`config.mk`:
```
export PLATFORM = sky130hd
export DESIGN_NAME = rectangle_color_pattern_pixel
export DESIGN_NICKNAME = d
export VERILOG_FILES = /design/src/rtl/rcp_pkg.sv /design/src/rtl/rcp_cfg.sv /design/src/rtl/rcp_tile.sv /design/src/rtl/rcp_color.sv /design/src/rtl/rectangle_color_pattern_pixel.sv
export SDC_FILE = /design/constraint.sdc
export NUM_CORES = 2
export LEC_CHECK = 0
export BUFFER_PORTS_ARGS = -buffer_cell sky130_fd_sc_hd__buf_2
export CAP_MARGIN = 20
export CORE_MARGIN = 5
export CORE_UTILIZATION = 53
export CTS_CLUSTER_SIZE = 40
export DETAILED_ROUTE_END_ITERATION = 8
export PLACE_DENSITY = 0.69
export SETUP_SLACK_MARGIN = 0.5
export SLEW_MARGIN = 20
export SYNTH_ARGS = -nofsm -noshare
export SYNTH_HDL_FRONTEND = slang
export SYNTH_SLANG_ARGS = --single-unit
```
`constraint.sdc`:
```
create_clock -name clk -period 18.5 [get_ports clk]
set_clock_uncertainty 0.2 [all_clocks]
set_input_delay 2.775 -clock clk [delete_from_list [all_inputs] [get_ports clk]]
set_output_delay 2.775 -clock clk [all_outputs]
set_load 0.05 [all_outputs]
```
`src/rtl/rcp_pkg.sv`:
```
// ----------------------------------------------------------------------------
// Rectangle pattern package
// Shared constants, types and helper functions of the rectangle pattern block.
// ----------------------------------------------------------------------------
package rcp_pkg;

  localparam int COORD_BITS = 11;
  localparam int DIV_STEP   = 3;
  localparam int DIV_STAGES = (COORD_BITS + DIV_STEP - 1) / DIV_STEP;
  localparam int QBITS      = DIV_STAGES * DIV_STEP;
  localparam int IN_W       = ((2 * COORD_BITS + 7) / 8) * 8;
  localparam int OUT_W      = 64;
  localparam int USER_W     = 2;
  localparam int CFG_IDX_W  = 3;
  localparam int CFG_DATA_W = 39;
  localparam int RES_W      = 12;
  localparam int ADDR_W     = 24;

  localparam logic [CFG_IDX_W-1:0] REG_H_RES        = 3'd0;
  localparam logic [CFG_IDX_W-1:0] REG_V_RES        = 3'd1;
  localparam logic [CFG_IDX_W-1:0] REG_INDEXED_MODE = 3'd2;
  localparam logic [CFG_IDX_W-1:0] REG_RECTANGLES   = 3'd3;
  localparam logic [CFG_IDX_W-1:0] REG_FIRST_COLOR  = 3'd4;
  localparam logic [CFG_IDX_W-1:0] REG_COLOR_STEP   = 3'd5;
  localparam logic [CFG_IDX_W-1:0] REG_COLOR_LAYOUT = 3'd6;

  localparam logic [7:0] INDEX_MAX     = 8'd255;
  localparam logic [3:0] COMP_SIZE_MAX = 4'd8;
  localparam logic [3:0] BYTES_MAX     = 4'd4;

  typedef struct packed {
    logic [RES_W-1:0]      h_res;
    logic [RES_W-1:0]      v_res;
    logic                  indexed_mode;
    logic [7:0]            rectangles;
    logic [31:0]           first_color;
    logic [7:0]            color_step;
    logic [CFG_DATA_W-1:0] color_layout;
    logic [RES_W-1:0]      size_x;
    logic [RES_W-1:0]      size_y;
  } cfg_t;

  typedef struct packed {
    logic [COORD_BITS-1:0] x;
    logic [COORD_BITS-1:0] y;
    logic                  inres;
    logic [QBITS-1:0]      qx;
    logic [QBITS-1:0]      qy;
    logic [RES_W-1:0]      rx;
    logic [RES_W-1:0]      ry;
  } tile_t;

  function automatic logic [31:0] low_mask(input logic [5:0] bits);
    logic [31:0] m;
    if (bits >= 6'd32) m = 32'hFFFF_FFFF;
    else m = (32'd1 << bits) - 32'd1;
    return m;
  endfunction

  // Three restoring division steps; returns {quotient bits, remainder}.
  function automatic logic [DIV_STEP+RES_W-1:0] div_chunk(input logic [RES_W-1:0] r,
                                                          input logic [DIV_STEP-1:0] bits,
                                                          input logic [RES_W-1:0] d);
    logic [RES_W:0]      t;
    logic [RES_W-1:0]    rr;
    logic [DIV_STEP-1:0] q;
    rr = r;
    q  = '0;
    for (int k = DIV_STEP - 1; k >= 0; k--) begin
      t = {rr, bits[k]};
      if (t >= {1'b0, d}) begin
        t    = t - {1'b0, d};
        q[k] = 1'b1;
      end
      rr = t[RES_W-1:0];
    end
    return {q, rr};
  endfunction

  function automatic logic [31:0] step_comp(input logic [31:0] color,
                                            input logic [3:0] size_raw,
                                            input logic [4:0] pos,
                                            input logic [7:0] add);
    logic [3:0]  size;
    logic [31:0] m32;
    logic [7:0]  m;
    logic [7:0]  c;
    size = (size_raw > COMP_SIZE_MAX) ? COMP_SIZE_MAX : size_raw;
    m32  = low_mask({2'b00, size});
    m    = m32[7:0];
    c    = 8'(color >> pos) & m;
    c    = (c + add) & m;
    return 32'(c) << pos;
  endfunction

endpackage

```
`src/rtl/rcp_cfg.sv`:
```
// ----------------------------------------------------------------------------
// Rectangle pattern configuration
// Register file and serial divider that derives the tile width and height.
// ----------------------------------------------------------------------------
module rcp_cfg (
  input  logic                           clk,
  input  logic                           rst,
  input  logic                           cfg_valid,
  output logic                           cfg_ready,
  input  logic [rcp_pkg::CFG_IDX_W-1:0]  cfg_index,
  input  logic [rcp_pkg::CFG_DATA_W-1:0] cfg_data,
  output rcp_pkg::cfg_t                  cfg,
  output logic                           busy
);
  import rcp_pkg::*;

  localparam logic [3:0] CNT_LOAD = 4'(RES_W + 1);

  logic [RES_W-1:0] h_res, v_res;
  logic             indexed_mode;
  logic [7:0]       rectangles;
  logic [31:0]      first_color;
  logic [7:0]       color_step;
  logic [CFG_DATA_W-1:0] color_layout;
  logic [RES_W-1:0] dqx, dqy;
  logic [7:0]       rx, ry;
  logic [3:0]       cnt;
  logic [8:0]       tx, ty;

  assign busy      = (cnt != 4'd0);
  assign cfg_ready = !busy;

  assign tx = {rx, dqx[RES_W-1]};
  assign ty = {ry, dqy[RES_W-1]};

  always_ff @(posedge clk) begin
    if (rst) begin
      h_res        <= 12'd1024;
      v_res        <= 12'd768;
      indexed_mode <= 1'b1;
      rectangles   <= 8'd8;
      first_color  <= 32'd0;
      color_step   <= 8'd1;
      color_layout <= 39'd8;
      dqx          <= 12'd128;
      dqy          <= 12'd96;
      rx           <= '0;
      ry           <= '0;
      cnt          <= 4'd0;
    end else begin
      if (cfg_valid && cfg_ready) begin
        case (cfg_index)
          REG_H_RES:        h_res        <= cfg_data[RES_W-1:0];
          REG_V_RES:        v_res        <= cfg_data[RES_W-1:0];
          REG_INDEXED_MODE: indexed_mode <= cfg_data[0];
          REG_RECTANGLES:   rectangles   <= cfg_data[7:0];
          REG_FIRST_COLOR:  first_color  <= cfg_data[31:0];
          REG_COLOR_STEP:   color_step   <= cfg_data[7:0];
          REG_COLOR_LAYOUT: color_layout <= cfg_data;
          default: ;
        endcase
        cnt <= CNT_LOAD;
      end else if (cnt == CNT_LOAD) begin
        dqx <= h_res;
        dqy <= v_res;
        rx  <= '0;
        ry  <= '0;
        cnt <= cnt - 4'd1;
      end else if (busy) begin
        if (tx >= {1'b0, rectangles}) begin
          rx  <= 8'(tx - {1'b0, rectangles});
          dqx <= {dqx[RES_W-2:0], 1'b1};
        end else begin
          rx  <= tx[7:0];
          dqx <= {dqx[RES_W-2:0], 1'b0};
        end
        if (ty >= {1'b0, rectangles}) begin
          ry  <= 8'(ty - {1'b0, rectangles});
          dqy <= {dqy[RES_W-2:0], 1'b1};
        end else begin
          ry  <= ty[7:0];
          dqy <= {dqy[RES_W-2:0], 1'b0};
        end
        cnt <= cnt - 4'd1;
      end
    end
  end

  always_comb begin
    cfg.h_res        = h_res;
    cfg.v_res        = v_res;
    cfg.indexed_mode = indexed_mode;
    cfg.rectangles   = rectangles;
    cfg.first_color  = first_color;
    cfg.color_step   = color_step;
    cfg.color_layout = color_layout;
    cfg.size_x       = dqx;
    cfg.size_y       = dqy;
  end

endmodule

```
`src/rtl/rcp_tile.sv`:
```
// ----------------------------------------------------------------------------
// Rectangle pattern tile finder
// Pipelined restoring divider giving the tile column and row of a pixel.
// ----------------------------------------------------------------------------
module rcp_tile (
  input  logic                           clk,
  input  logic                           rst,
  input  rcp_pkg::cfg_t                  cfg,
  input  logic                           in_valid,
  output logic                           in_ready,
  input  logic [rcp_pkg::COORD_BITS-1:0] x,
  input  logic [rcp_pkg::COORD_BITS-1:0] y,
  output logic                           out_valid,
  input  logic                           out_ready,
  output rcp_pkg::tile_t                 out_tile
);
  import rcp_pkg::*;

  logic  [DIV_STAGES-1:0] v;
  logic  [DIV_STAGES-1:0] rdy;
  tile_t                  st  [DIV_STAGES];
  tile_t                  nxt [DIV_STAGES];
  tile_t                  src [DIV_STAGES];

  always_comb begin
    for (int s = DIV_STAGES - 1; s >= 0; s--) begin
      if (s == DIV_STAGES - 1) rdy[s] = !v[s] || out_ready;
      else rdy[s] = !v[s] || rdy[s+1];
    end
  end

  always_comb begin
    logic [QBITS-1:0]              xp, yp;
    logic [DIV_STEP+RES_W-1:0]     cx, cy;
    for (int s = 0; s < DIV_STAGES; s++) begin
      if (s == 0) begin
        src[s].x     = x;
        src[s].y     = y;
        src[s].inres = ({1'b0, x} < cfg.h_res) && ({1'b0, y} < cfg.v_res);
        src[s].qx    = '0;
        src[s].qy    = '0;
        src[s].rx    = '0;
        src[s].ry    = '0;
      end else begin
        src[s] = st[s-1];
      end
      xp = QBITS'(src[s].x);
      yp = QBITS'(src[s].y);
      cx = div_chunk(src[s].rx, xp[QBITS-1-DIV_STEP*s -: DIV_STEP], cfg.size_x);
      cy = div_chunk(src[s].ry, yp[QBITS-1-DIV_STEP*s -: DIV_STEP], cfg.size_y);
      nxt[s] = src[s];
      nxt[s].qx[QBITS-1-DIV_STEP*s -: DIV_STEP] = cx[DIV_STEP+RES_W-1:RES_W];
      nxt[s].qy[QBITS-1-DIV_STEP*s -: DIV_STEP] = cy[DIV_STEP+RES_W-1:RES_W];
      nxt[s].rx = cx[RES_W-1:0];
      nxt[s].ry = cy[RES_W-1:0];
    end
  end

  always_ff @(posedge clk) begin
    for (int s = 0; s < DIV_STAGES; s++) begin
      if (rst) begin
        v[s] <= 1'b0;
      end else if (rdy[s]) begin
        if (s == 0) v[s] <= in_valid;
        else v[s] <= v[s-1];
      end
      if (rdy[s] && ((s == 0) ? in_valid : v[s-1])) begin
        st[s] <= nxt[s];
      end
    end
  end

  assign in_ready  = rdy[0];
  assign out_valid = v[DIV_STAGES-1];
  assign out_tile  = st[DIV_STAGES-1];

endmodule

```
`src/rtl/rcp_color.sv`:
```
// ----------------------------------------------------------------------------
// Rectangle pattern color stages
// Computes tile color, byte address and write flags, with the output register.
// ----------------------------------------------------------------------------
module rcp_color (
  input  logic                        clk,
  input  logic                        rst,
  input  rcp_pkg::cfg_t               cfg,
  input  logic                        in_valid,
  output logic                        in_ready,
  input  rcp_pkg::tile_t              tile,
  output logic                        out_valid,
  input  logic                        out_ready,
  output logic                        write_enable,
  output logic                        index_error,
  output logic [rcp_pkg::ADDR_W-1:0]  byte_address,
  output logic [31:0]                 pixel_value,
  output logic [2:0]                  byte_count
);
  import rcp_pkg::*;

  typedef struct packed {
    logic                  in_tile;
    logic [COORD_BITS-1:0] x;
    logic [ADDR_W-1:0]     yh;
    logic [7:0]            col;
    logic [15:0]           rowrect;
    logic [7:0]            add_c;
    logic [7:0]            add_r;
    logic [7:0]            add_s;
  } c1_t;

  typedef struct packed {
    logic              in_tile;
    logic [31:0]       prod;
    logic [ADDR_W-1:0] addr;
    logic [3:0]        bytes;
    logic [7:0]        add_c;
    logic [7:0]        add_r;
    logic [7:0]        add_s;
  } c2_t;

  logic c1_v, c2_v, o_v;
  logic c1_rdy, c2_rdy, o_rdy;
  c1_t  c1, c1_next;
  c2_t  c2, c2_next;
  logic o_we, o_err;
  logic [ADDR_W-1:0] o_addr;
  logic [31:0] o_pix;
  logic [2:0]  o_cnt;
  logic [6:0]  bsum;
  logic [31:0] mask, color, dcolor;
  logic        err, we;

  assign o_rdy  = !o_v || out_ready;
  assign c2_rdy = !c2_v || o_rdy;
  assign c1_rdy = !c1_v || c2_rdy;
  assign in_ready = c1_rdy;

  always_comb begin
    logic [7:0] col8, row8;
    col8 = tile.qx[7:0];
    row8 = tile.qy[7:0];
    c1_next.in_tile = tile.inres && (cfg.rectangles != 8'd0) && (cfg.size_x != '0) &&
                      (cfg.size_y != '0) && (tile.qx < QBITS'(cfg.rectangles)) &&
                      (tile.qy < QBITS'(cfg.rectangles));
    c1_next.x       = tile.x;
    c1_next.yh      = ADDR_W'(ADDR_W'(tile.y) * ADDR_W'(cfg.h_res));
    c1_next.col     = col8;
    c1_next.rowrect = 16'(row8) * 16'(cfg.rectangles);
    c1_next.add_c   = 8'(col8 * cfg.color_step);
    c1_next.add_r   = 8'(row8 * cfg.color_step);
    c1_next.add_s   = 8'(8'(col8 + row8) * cfg.color_step);
  end

  assign bsum = 7'(cfg.color_layout[5:0]) + 7'(cfg.color_layout[11:6]);

  always_comb begin
    logic [16:0] idx;
    idx = 17'(c1.rowrect) + 17'(c1.col);
    c2_next.in_tile = c1.in_tile;
    c2_next.prod    = 32'(idx) * 32'(cfg.color_step);
    c2_next.bytes   = bsum[6:3];
    c2_next.addr    = ADDR_W'((c1.yh + ADDR_W'(c1.x)) * ADDR_W'(bsum[6:3]));
    c2_next.add_c   = c1.add_c;
    c2_next.add_r   = c1.add_r;
    c2_next.add_s   = c1.add_s;
  end

  always_comb begin
    mask   = low_mask(cfg.color_layout[5:0]);
    dcolor = step_comp(cfg.first_color, cfg.color_layout[15:12], cfg.color_layout[20:16],
                       c2.add_c) |
             step_comp(cfg.first_color, cfg.color_layout[24:21], cfg.color_layout[29:25],
                       c2.add_r) |
             step_comp(cfg.first_color, cfg.color_layout[33:30], cfg.color_layout[38:34],
                       c2.add_s);
    if (cfg.indexed_mode) color = (cfg.first_color + c2.prod) & mask;
    else color = dcolor & mask;
    err = c2.in_tile && cfg.indexed_mode && (color > 32'(INDEX_MAX));
    we  = c2.in_tile && !err && (c2.bytes != 4'd0);
  end

  always_ff @(posedge clk) begin
    if (rst) begin
      c1_v <= 1'b0;
      c2_v <= 1'b0;
      o_v  <= 1'b0;
    end else begin
      if (c1_rdy) c1_v <= in_valid;
      if (c2_rdy) c2_v <= c1_v;
      if (o_rdy) o_v <= c2_v;
    end
    if (c1_rdy && in_valid) c1 <= c1_next;
    if (c2_rdy && c1_v) c2 <= c2_next;
    if (o_rdy && c2_v) begin
      o_we   <= we;
      o_err  <= err;
      o_addr <= we ? c2.addr : '0;
      o_pix  <= we ? color : 32'd0;
      o_cnt  <= we ? ((c2.bytes > BYTES_MAX) ? 3'(BYTES_MAX) : c2.bytes[2:0]) : 3'd0;
    end
  end

  assign out_valid    = o_v;
  assign write_enable = o_we;
  assign index_error  = o_err;
  assign byte_address = o_addr;
  assign pixel_value  = o_pix;
  assign byte_count   = o_cnt;

endmodule

```
`src/rtl/rectangle_color_pattern_pixel.sv`:
```
// ----------------------------------------------------------------------------
// Rectangle color pattern pixel
// Maps one pixel coordinate to its test pattern color and frame-buffer write.
// ----------------------------------------------------------------------------
// The slave channel takes one pixel coordinate per item; the master channel
// returns one result item per input item, in order. The result carries the
// write and index error flags in tuser and the byte address, pixel value and
// byte count in tdata. Registers are written through the cfg channel.
// An accepted input item passes through seven register stages before its
// result is valid: four stages of the tile divider, which resolves three
// quotient bits per stage, two multiplier stages and the output register.
// Throughput is one item per cycle while m_tready is high and no register
// write is in progress. After each register write the tile width and height
// are recomputed by a serial divider; during that time cfg_ready and
// s_tready are low. Reset loads the default registers, whose tile size is
// ready at once, and empties the pipeline. When the receiver holds m_tready
// low the stages fill up and s_tready falls; no item is lost or repeated.
// ----------------------------------------------------------------------------
module rectangle_color_pattern_pixel (
  input  logic                           clk,
  input  logic                           rst,
  input  logic                           s_tvalid,
  output logic                           s_tready,
  input  logic [rcp_pkg::IN_W-1:0]       s_tdata,   // x, y, zero fill
  output logic                           m_tvalid,
  input  logic                           m_tready,
  output logic [rcp_pkg::OUT_W-1:0]      m_tdata,   // byte_address, pixel_value,
                                                    // byte_count, zero fill
  output logic [rcp_pkg::USER_W-1:0]     m_tuser,   // write_enable, index_error
  input  logic                           cfg_valid,
  output logic                           cfg_ready,
  input  logic [rcp_pkg::CFG_IDX_W-1:0]  cfg_index,
  input  logic [rcp_pkg::CFG_DATA_W-1:0] cfg_data
);
  import rcp_pkg::*;

  cfg_t  cfg;
  logic  busy;
  logic  tile_in_ready, tile_valid, tile_ready;
  tile_t tile;
  logic  we, err;
  logic [ADDR_W-1:0] addr;
  logic [31:0] pix;
  logic [2:0]  cnt;

  rcp_cfg u_cfg (
    .clk       (clk),
    .rst       (rst),
    .cfg_valid (cfg_valid),
    .cfg_ready (cfg_ready),
    .cfg_index (cfg_index),
    .cfg_data  (cfg_data),
    .cfg       (cfg),
    .busy      (busy)
  );

  assign s_tready = tile_in_ready && !busy;

  rcp_tile u_tile (
    .clk       (clk),
    .rst       (rst),
    .cfg       (cfg),
    .in_valid  (s_tvalid && !busy),
    .in_ready  (tile_in_ready),
    .x         (s_tdata[COORD_BITS-1:0]),
    .y         (s_tdata[2*COORD_BITS-1:COORD_BITS]),
    .out_valid (tile_valid),
    .out_ready (tile_ready),
    .out_tile  (tile)
  );

  rcp_color u_color (
    .clk          (clk),
    .rst          (rst),
    .cfg          (cfg),
    .in_valid     (tile_valid),
    .in_ready     (tile_ready),
    .tile         (tile),
    .out_valid    (m_tvalid),
    .out_ready    (m_tready),
    .write_enable (we),
    .index_error  (err),
    .byte_address (addr),
    .pixel_value  (pix),
    .byte_count   (cnt)
  );

  assign m_tdata = {{(OUT_W - ADDR_W - 35){1'b0}}, cnt, pix, addr};
  assign m_tuser = {err, we};

endmodule

```
== After elaboration in Yosys (flattened, before gate mapping) ==
Memories as Yosys holds them, arrays and structs flattened.
Index checks and enable logic that the tools add are counted.
W data, S select, Z words.

* Register bits after elaboration: 385
* RAM bits: 284
* Output and inout port bits: 69
* Memories kept: 1

* Add/subtract/negate cells: 39
* Multipliers: 7
* Order comparisons: 36
* Equality and inequality tests: 7
* Shift operators: 10
* Mux-type cells: 77
* Bitwise gates (word level): 12
* Reduce and logical (&&, ||, !) cells: 54

{| class="wikitable"
|+ Memories
! memory !! depth !! bits a word !! rd ports !! clocked after Yosys merged registers in !! wr ports !! RTL line !! text
|-
| u_tile.st || 4 || 71 || 4 || 0 || 4 || rcp_tile.sv:21 || <nowiki>tile_t st [DIV_STAGES];</nowiki>
|}

{| class="wikitable"
|+ Operators by type and width
! kind !! number
|-
| $mux W12 || 28
|-
| $ge A13 B12 Y1 || 22
|-
| $sub A12 B12 Y12 || 22
|-
| $shl A8 B5 Y32 || 3
|-
| $shr A32 B5 Y8 || 3
|-
| $and A32 B32 Y32 || 2
|-
| $mux W32 || 2
|-
| $or A32 B32 Y32 || 2
|-
| $and A8 B8 Y8 || 6
|-
| $mux W8 || 6
|-
| $mux W1 || 34
|-
| $add A32 B25 Y32 || 1
|-
| $add A8 B8 Y8 || 4
|-
| $gt A32 B8 Y1 const B || 1
|-
| $shl A1 B6 Y32 const A || 1
|-
| $sub A32 B1 Y32 const B || 1
|-
| $mul A17 B8 Y25 || 1
|-
| $add A23 B11 Y24 || 1
|-
| $ge A1 B12 Y1 const A || 2
|-
| $lt A11 B12 Y1 || 2
|-
| $lt A12 B8 Y1 || 2
|-
| $mul A24 B4 Y24 || 1
|-
| $mul A8 B8 Y8 || 3
|-
| $mux W4 || 6
|-
| 30 further kinds || 86
|}

== Depth between registers and ports, before layout ==
* Depth in word-level cells: 19
* Gate-level depth with buffers: 44
* Depth with buffers taken out: 42

== By module ==
From an unflattened synthesis, not the netlist that was laid out.

* Cell total of the unflattened synthesis: 6979
* Area total of the unflattened synthesis: 63918.8 µm²

{| class="wikitable"
|+ By module, submodules not included
! module !! times used !! cells each !! area each (µm²)
|-
| rcp_color || 1 || 3859 || 34461.8
|-
| rcp_tile || 1 || 2292 || 22710.5
|-
| rcp_cfg || 1 || 818 || 6677.7
|-
| rectangle_color_pattern_pixel || 1 || 10 || 68.8
|}

== Least setup slack after synthesis ==
No wires, ideal clock.

* Kind: register to register
* Start point: register u_cfg.dqx[1]
* End point: memory u_tile.st[2][16] (netlist name) (data pin)
* Setup time: 0.260 ns
* Data arrival time: 9.528 ns
* Required time: 18.040 ns
* Setup slack: 8.512 ns
* Stages on the path, launching flop included: 44
* Cell sequence: dfxtp_1 inv_1 ha_1 nor2b_1 o21ai_0 a21boi_0 o21ai_0 a21boi_0 o21ai_0 a21oi_1 o41ai_1 and2_1 clkbuf_1 clkbuf_1 mux2i_1 ha_1 nor2b_1 o21ai_0 (+8 left out) mux2_2 inv_1 ha_1 nor2b_1 o21ai_0 a21boi_0 o21ai_0 a21boi_0 o21ai_0 a21boi_0 o21ai_0 a21boi_0 o21ai_0 a21boi_0 or4_1 clkbuf_1 buf_2 mux2_2

{| class="wikitable"
|+ RTL lines
! element !! RTL line !! text
|-
| from (decl) || rcp_cfg.sv:25 || <nowiki>logic [RES_W-1:0] dqx, dqy;</nowiki>
|-
| from (signal assigned) || rcp_cfg.sv:64 || <nowiki>dqx <= h_res;</nowiki>
|-
| from (signal assigned) || rcp_cfg.sv:72 || <nowiki>dqx <= {dqx[RES_W-2:0], 1'b1};</nowiki>
|-
| from (signal assigned) || rcp_cfg.sv:75 || <nowiki>dqx <= {dqx[RES_W-2:0], 1'b0};</nowiki>
|-
| to (decl) || rcp_tile.sv:21 ||
|}

==> flow_metrics.tcl <==
set metrics [dict create \
    status "finished clean" \
    gp_congestion 0.981 \
    fmax_mhz 91.4 \
    coreArea_um2 114000 \
    final_nets 7795 \
    wirelength_um 175000 \
    finalSetupViolCount 0 \
    synth_edf_count 446 \
    r2r-start "u_cfg.dqy[1]$_SDFFE_PP0P_" \
    startpoint "u_cfg.dqy[1]$_SDFFE_PP0P_" \
    drv_cap 0 \
    grt_pass1_wl_um 274000 \
    cpMostUsedCell "o21ai_0" \
    min-delay-start "u_color.c1[7]$_DFFE_PP_" \
    wl_per_cell_um 21.0 \
    route.detailed.drc 0 \
    row_count 124 \
    yosys_register_bits 609 \
    final.min_clock_period_ns 10.94 \
    areaGrowthSynthToFinish_pct 7.51 \
    yosysTopAreaCell "edfxtp_1" \
    slowest_delay_ns 0.74 \
    drive_above_1_share 0.0885 \
    synth-main-ff-cell "edfxtp_1" \
    postCtsSetupBuffers 0 \
    async_reset_ff_frac 0 \
    die_h_um 349 \
    cts_sinks 609 \
    crit_path_end_kind "flip-flop" \
    worst_pin_slew_ns 1.18 \
    grt_use_total 0.282 \
    synth_commonest_cells "nand2_1 (803), inv_1 (637), ha_1 (620)" \
    synthTopCellsByArea "edfxtp_1 (22%), ha_1 (13%), fa_1 (11%)" \
    clk_pin_slew_ns 0.06 \
    grt_max_degree 81 \
    route.antenna.remaining_nets 0 \
    setup_tns_ns 0 \
    multi_input_area_um2 41000 \
    crit_type "flip-flop to flip-flop" \
    hold_class "flip-flop to flip-flop" \
    regArea_um2 16700 \
    ios 140 \
    cts-resized-gates 0 \
    antenna_found_initial 10 \
    htreeDepth 3 \
    cts_buffers 71 \
    cp_slowest_cell "o311ai_0" \
    die-area_um2 122000 \
    cts_root_buf "clkbuf_16" \
    start_kind "flip-flop" \
    port_buffers 132 \
    tritoncts "yes" \
    yosysUniqueCellTypes 100 \
    vias 49900 \
    synth_top_area_frac 0.219 \
    dr.pass1.iters 7 \
    relSlewSlack 0.214 \
    rsz0062_at_grt "false" \
    synth_area_per_cell_um2 9.01 \
    hold_violations 0 \
    critPathRequiredTime_ns 18.71 \
    netlist_instances 6776 \
    clkLatencyLatePin_ns 0.67 \
    synth_warnings 0 \
    dpl.hpwl_um 134000 \
    via_per_inst 5.97 \
    crit_arrival_ns 11.15 \
    yosysSeqAreaShare 0.273 \
    min_period_over_period 0.591 \
    drt_iter0_drc 4362 \
    chipWidth_um 349 \
    grt_pass1_vias 48600 \
    start_util 0.534 \
    yosysMostFrequentCell "nand2_1" \
    grt-ovfl-total 0 \
    n_fill_cell 10000 \
    cts_buffer_depth 3 \
    ctsHoldBuffers 0 \
    slew_viol_final 0 \
    cp_max_fo 23 \
    syn_area_um2 61100 \
]
-- through the flow --
step            util  cells  hold slack [ns]  instance area [µm²]  setup slack [ns]
3_3_place_gp   0.553   8220            0.200                63300              7.46
2_1_floorplan      -   6790            0.200                61100              8.51
5_1_grt        0.574   8353            0.221                65700              6.60
4_1_cts        0.574   8351            0.213                65600              7.33
6_report       0.574   8359            0.215                65700              7.56
3_5_place_dp   0.553   8221            0.205                63300              7.42
-- per-layer routing --
layer  routed length (µm)  share of wire  up-vias  global-route usage
li1                     -              -    23700                   -
met1                74600           0.43    24100               0.378
met2                79600           0.45     1693               0.456
met3                12800          0.073      395              0.0457
met4                 8190          0.047        6               0.118
met5                   42        0.00024        -                   0
-- sequential cells by signal, summed over array words and instances (netlist names) --
signal,cells
u_cfg.ry,8
u_cfg.dqy,12
u_color.c1_v,1
u_cfg.color_layout,39
u_cfg.h_res,12
u_cfg.rectangles,8
u_cfg.indexed_mode,1
u_color.c2_v,1
u_cfg.dqx,12
u_cfg.color_step,8
u_cfg.first_color,32
u_color.out_valid,1
u_tile.st,224
u_color.write_enable,1
u_color.c1,83
u_cfg.rx,8
u_tile.v,4
u_color.c2,78
u_color.index_error,1
u_cfg.cnt,4
u_color.byte_count,3
u_cfg.v_res,12
u_color.pixel_value,32
u_color.byte_address,24
-- final cells by class --
cell class	instances	area share
diodes	7	0.000267
clock buffers	88	0.0285
clock inverters	42	0.00734
inverters	644	0.0368
multi-input cells	5231	0.624
flip-flops and latches	609	0.254
well taps	1512	0.0288
repair buffers	226	0.0208
-- kinds of logic (layout without fill, tap and decap cells) --
family | count (synthesis) | in the layout | synth area share
AO/OA/AOI/OAI | 1448 | 1448 | 0.151
other | 1 | 22 | 0.0000614
multiplexers | 281 | 281 | 0.0616
adder cells (fa/ha/maj) | 941 | 941 | 0.232
AND/OR/NAND/NOR | 2221 | 2221 | 0.176
XOR/XNOR | 325 | 325 | 0.0473
buffers and inverters | 950 | 1000 | 0.0597
flip-flops | 609 | 609 | 0.273
-- worst max-delay path, delay by kind of cell (launching register included) --
| kind | cells | cell delay (ns) |
|---|---|---|
| muxes | 2 | 0.85 |
| and+or+nand+nor | 7 | 1.44 |
| AOI/OAI and AO/OA | 25 | 5.81 |
| adders and majority gates | 3 | 0.98 |
| DFF | 1 | 0.70 |
| buffers and inverters | 4 | 0.67 |
-- final timing paths --
check | to | slack, ns | depth (start not counted)
setup / recovery | u_tile.st[2][9]$_DFFE_PP_ | 7.56 | 41
hold / removal | u_color.c2[7]$_DFFE_PP_ | 0.21 | 0
hold reg to reg | u_color.c2[7]$_DFFE_PP_ | 0.21 | 0
setup reg to reg | u_tile.st[2][9]$_DFFE_PP_ | 7.56 | 41
-- cells in the final DEF (no fill, tap or decap), types with 29 or more instances in the layout --
cell	instances
a31oi_1	29
mux4_2	60
o31ai_1	57
ha_1	620
o21a_1	41
clkbuf_16	71
nand4_1	72
dfxtp_1	156
nor2_1	489
a21boi_0	68
nand2_1	803
mux2_2	93
edfxtp_1	446
fa_1	321
or3_1	31
nand3_1	87
and3_1	36
a211oi_1	78
buf_4	93
nand2b_1	81
xnor2_1	252
a21oi_1	453
xor2_1	69
buf_2	131
o21ai_0	332
nor3_1	108
o211ai_1	31
and2_1	274
mux2i_1	123
o21bai_1	34
a21o_1	106
inv_1	637
nor2b_1	95
Power is left out: the tool's default activity adds up to more than one toggle a clock period on the data nets, which glitch-free logic cannot reach.
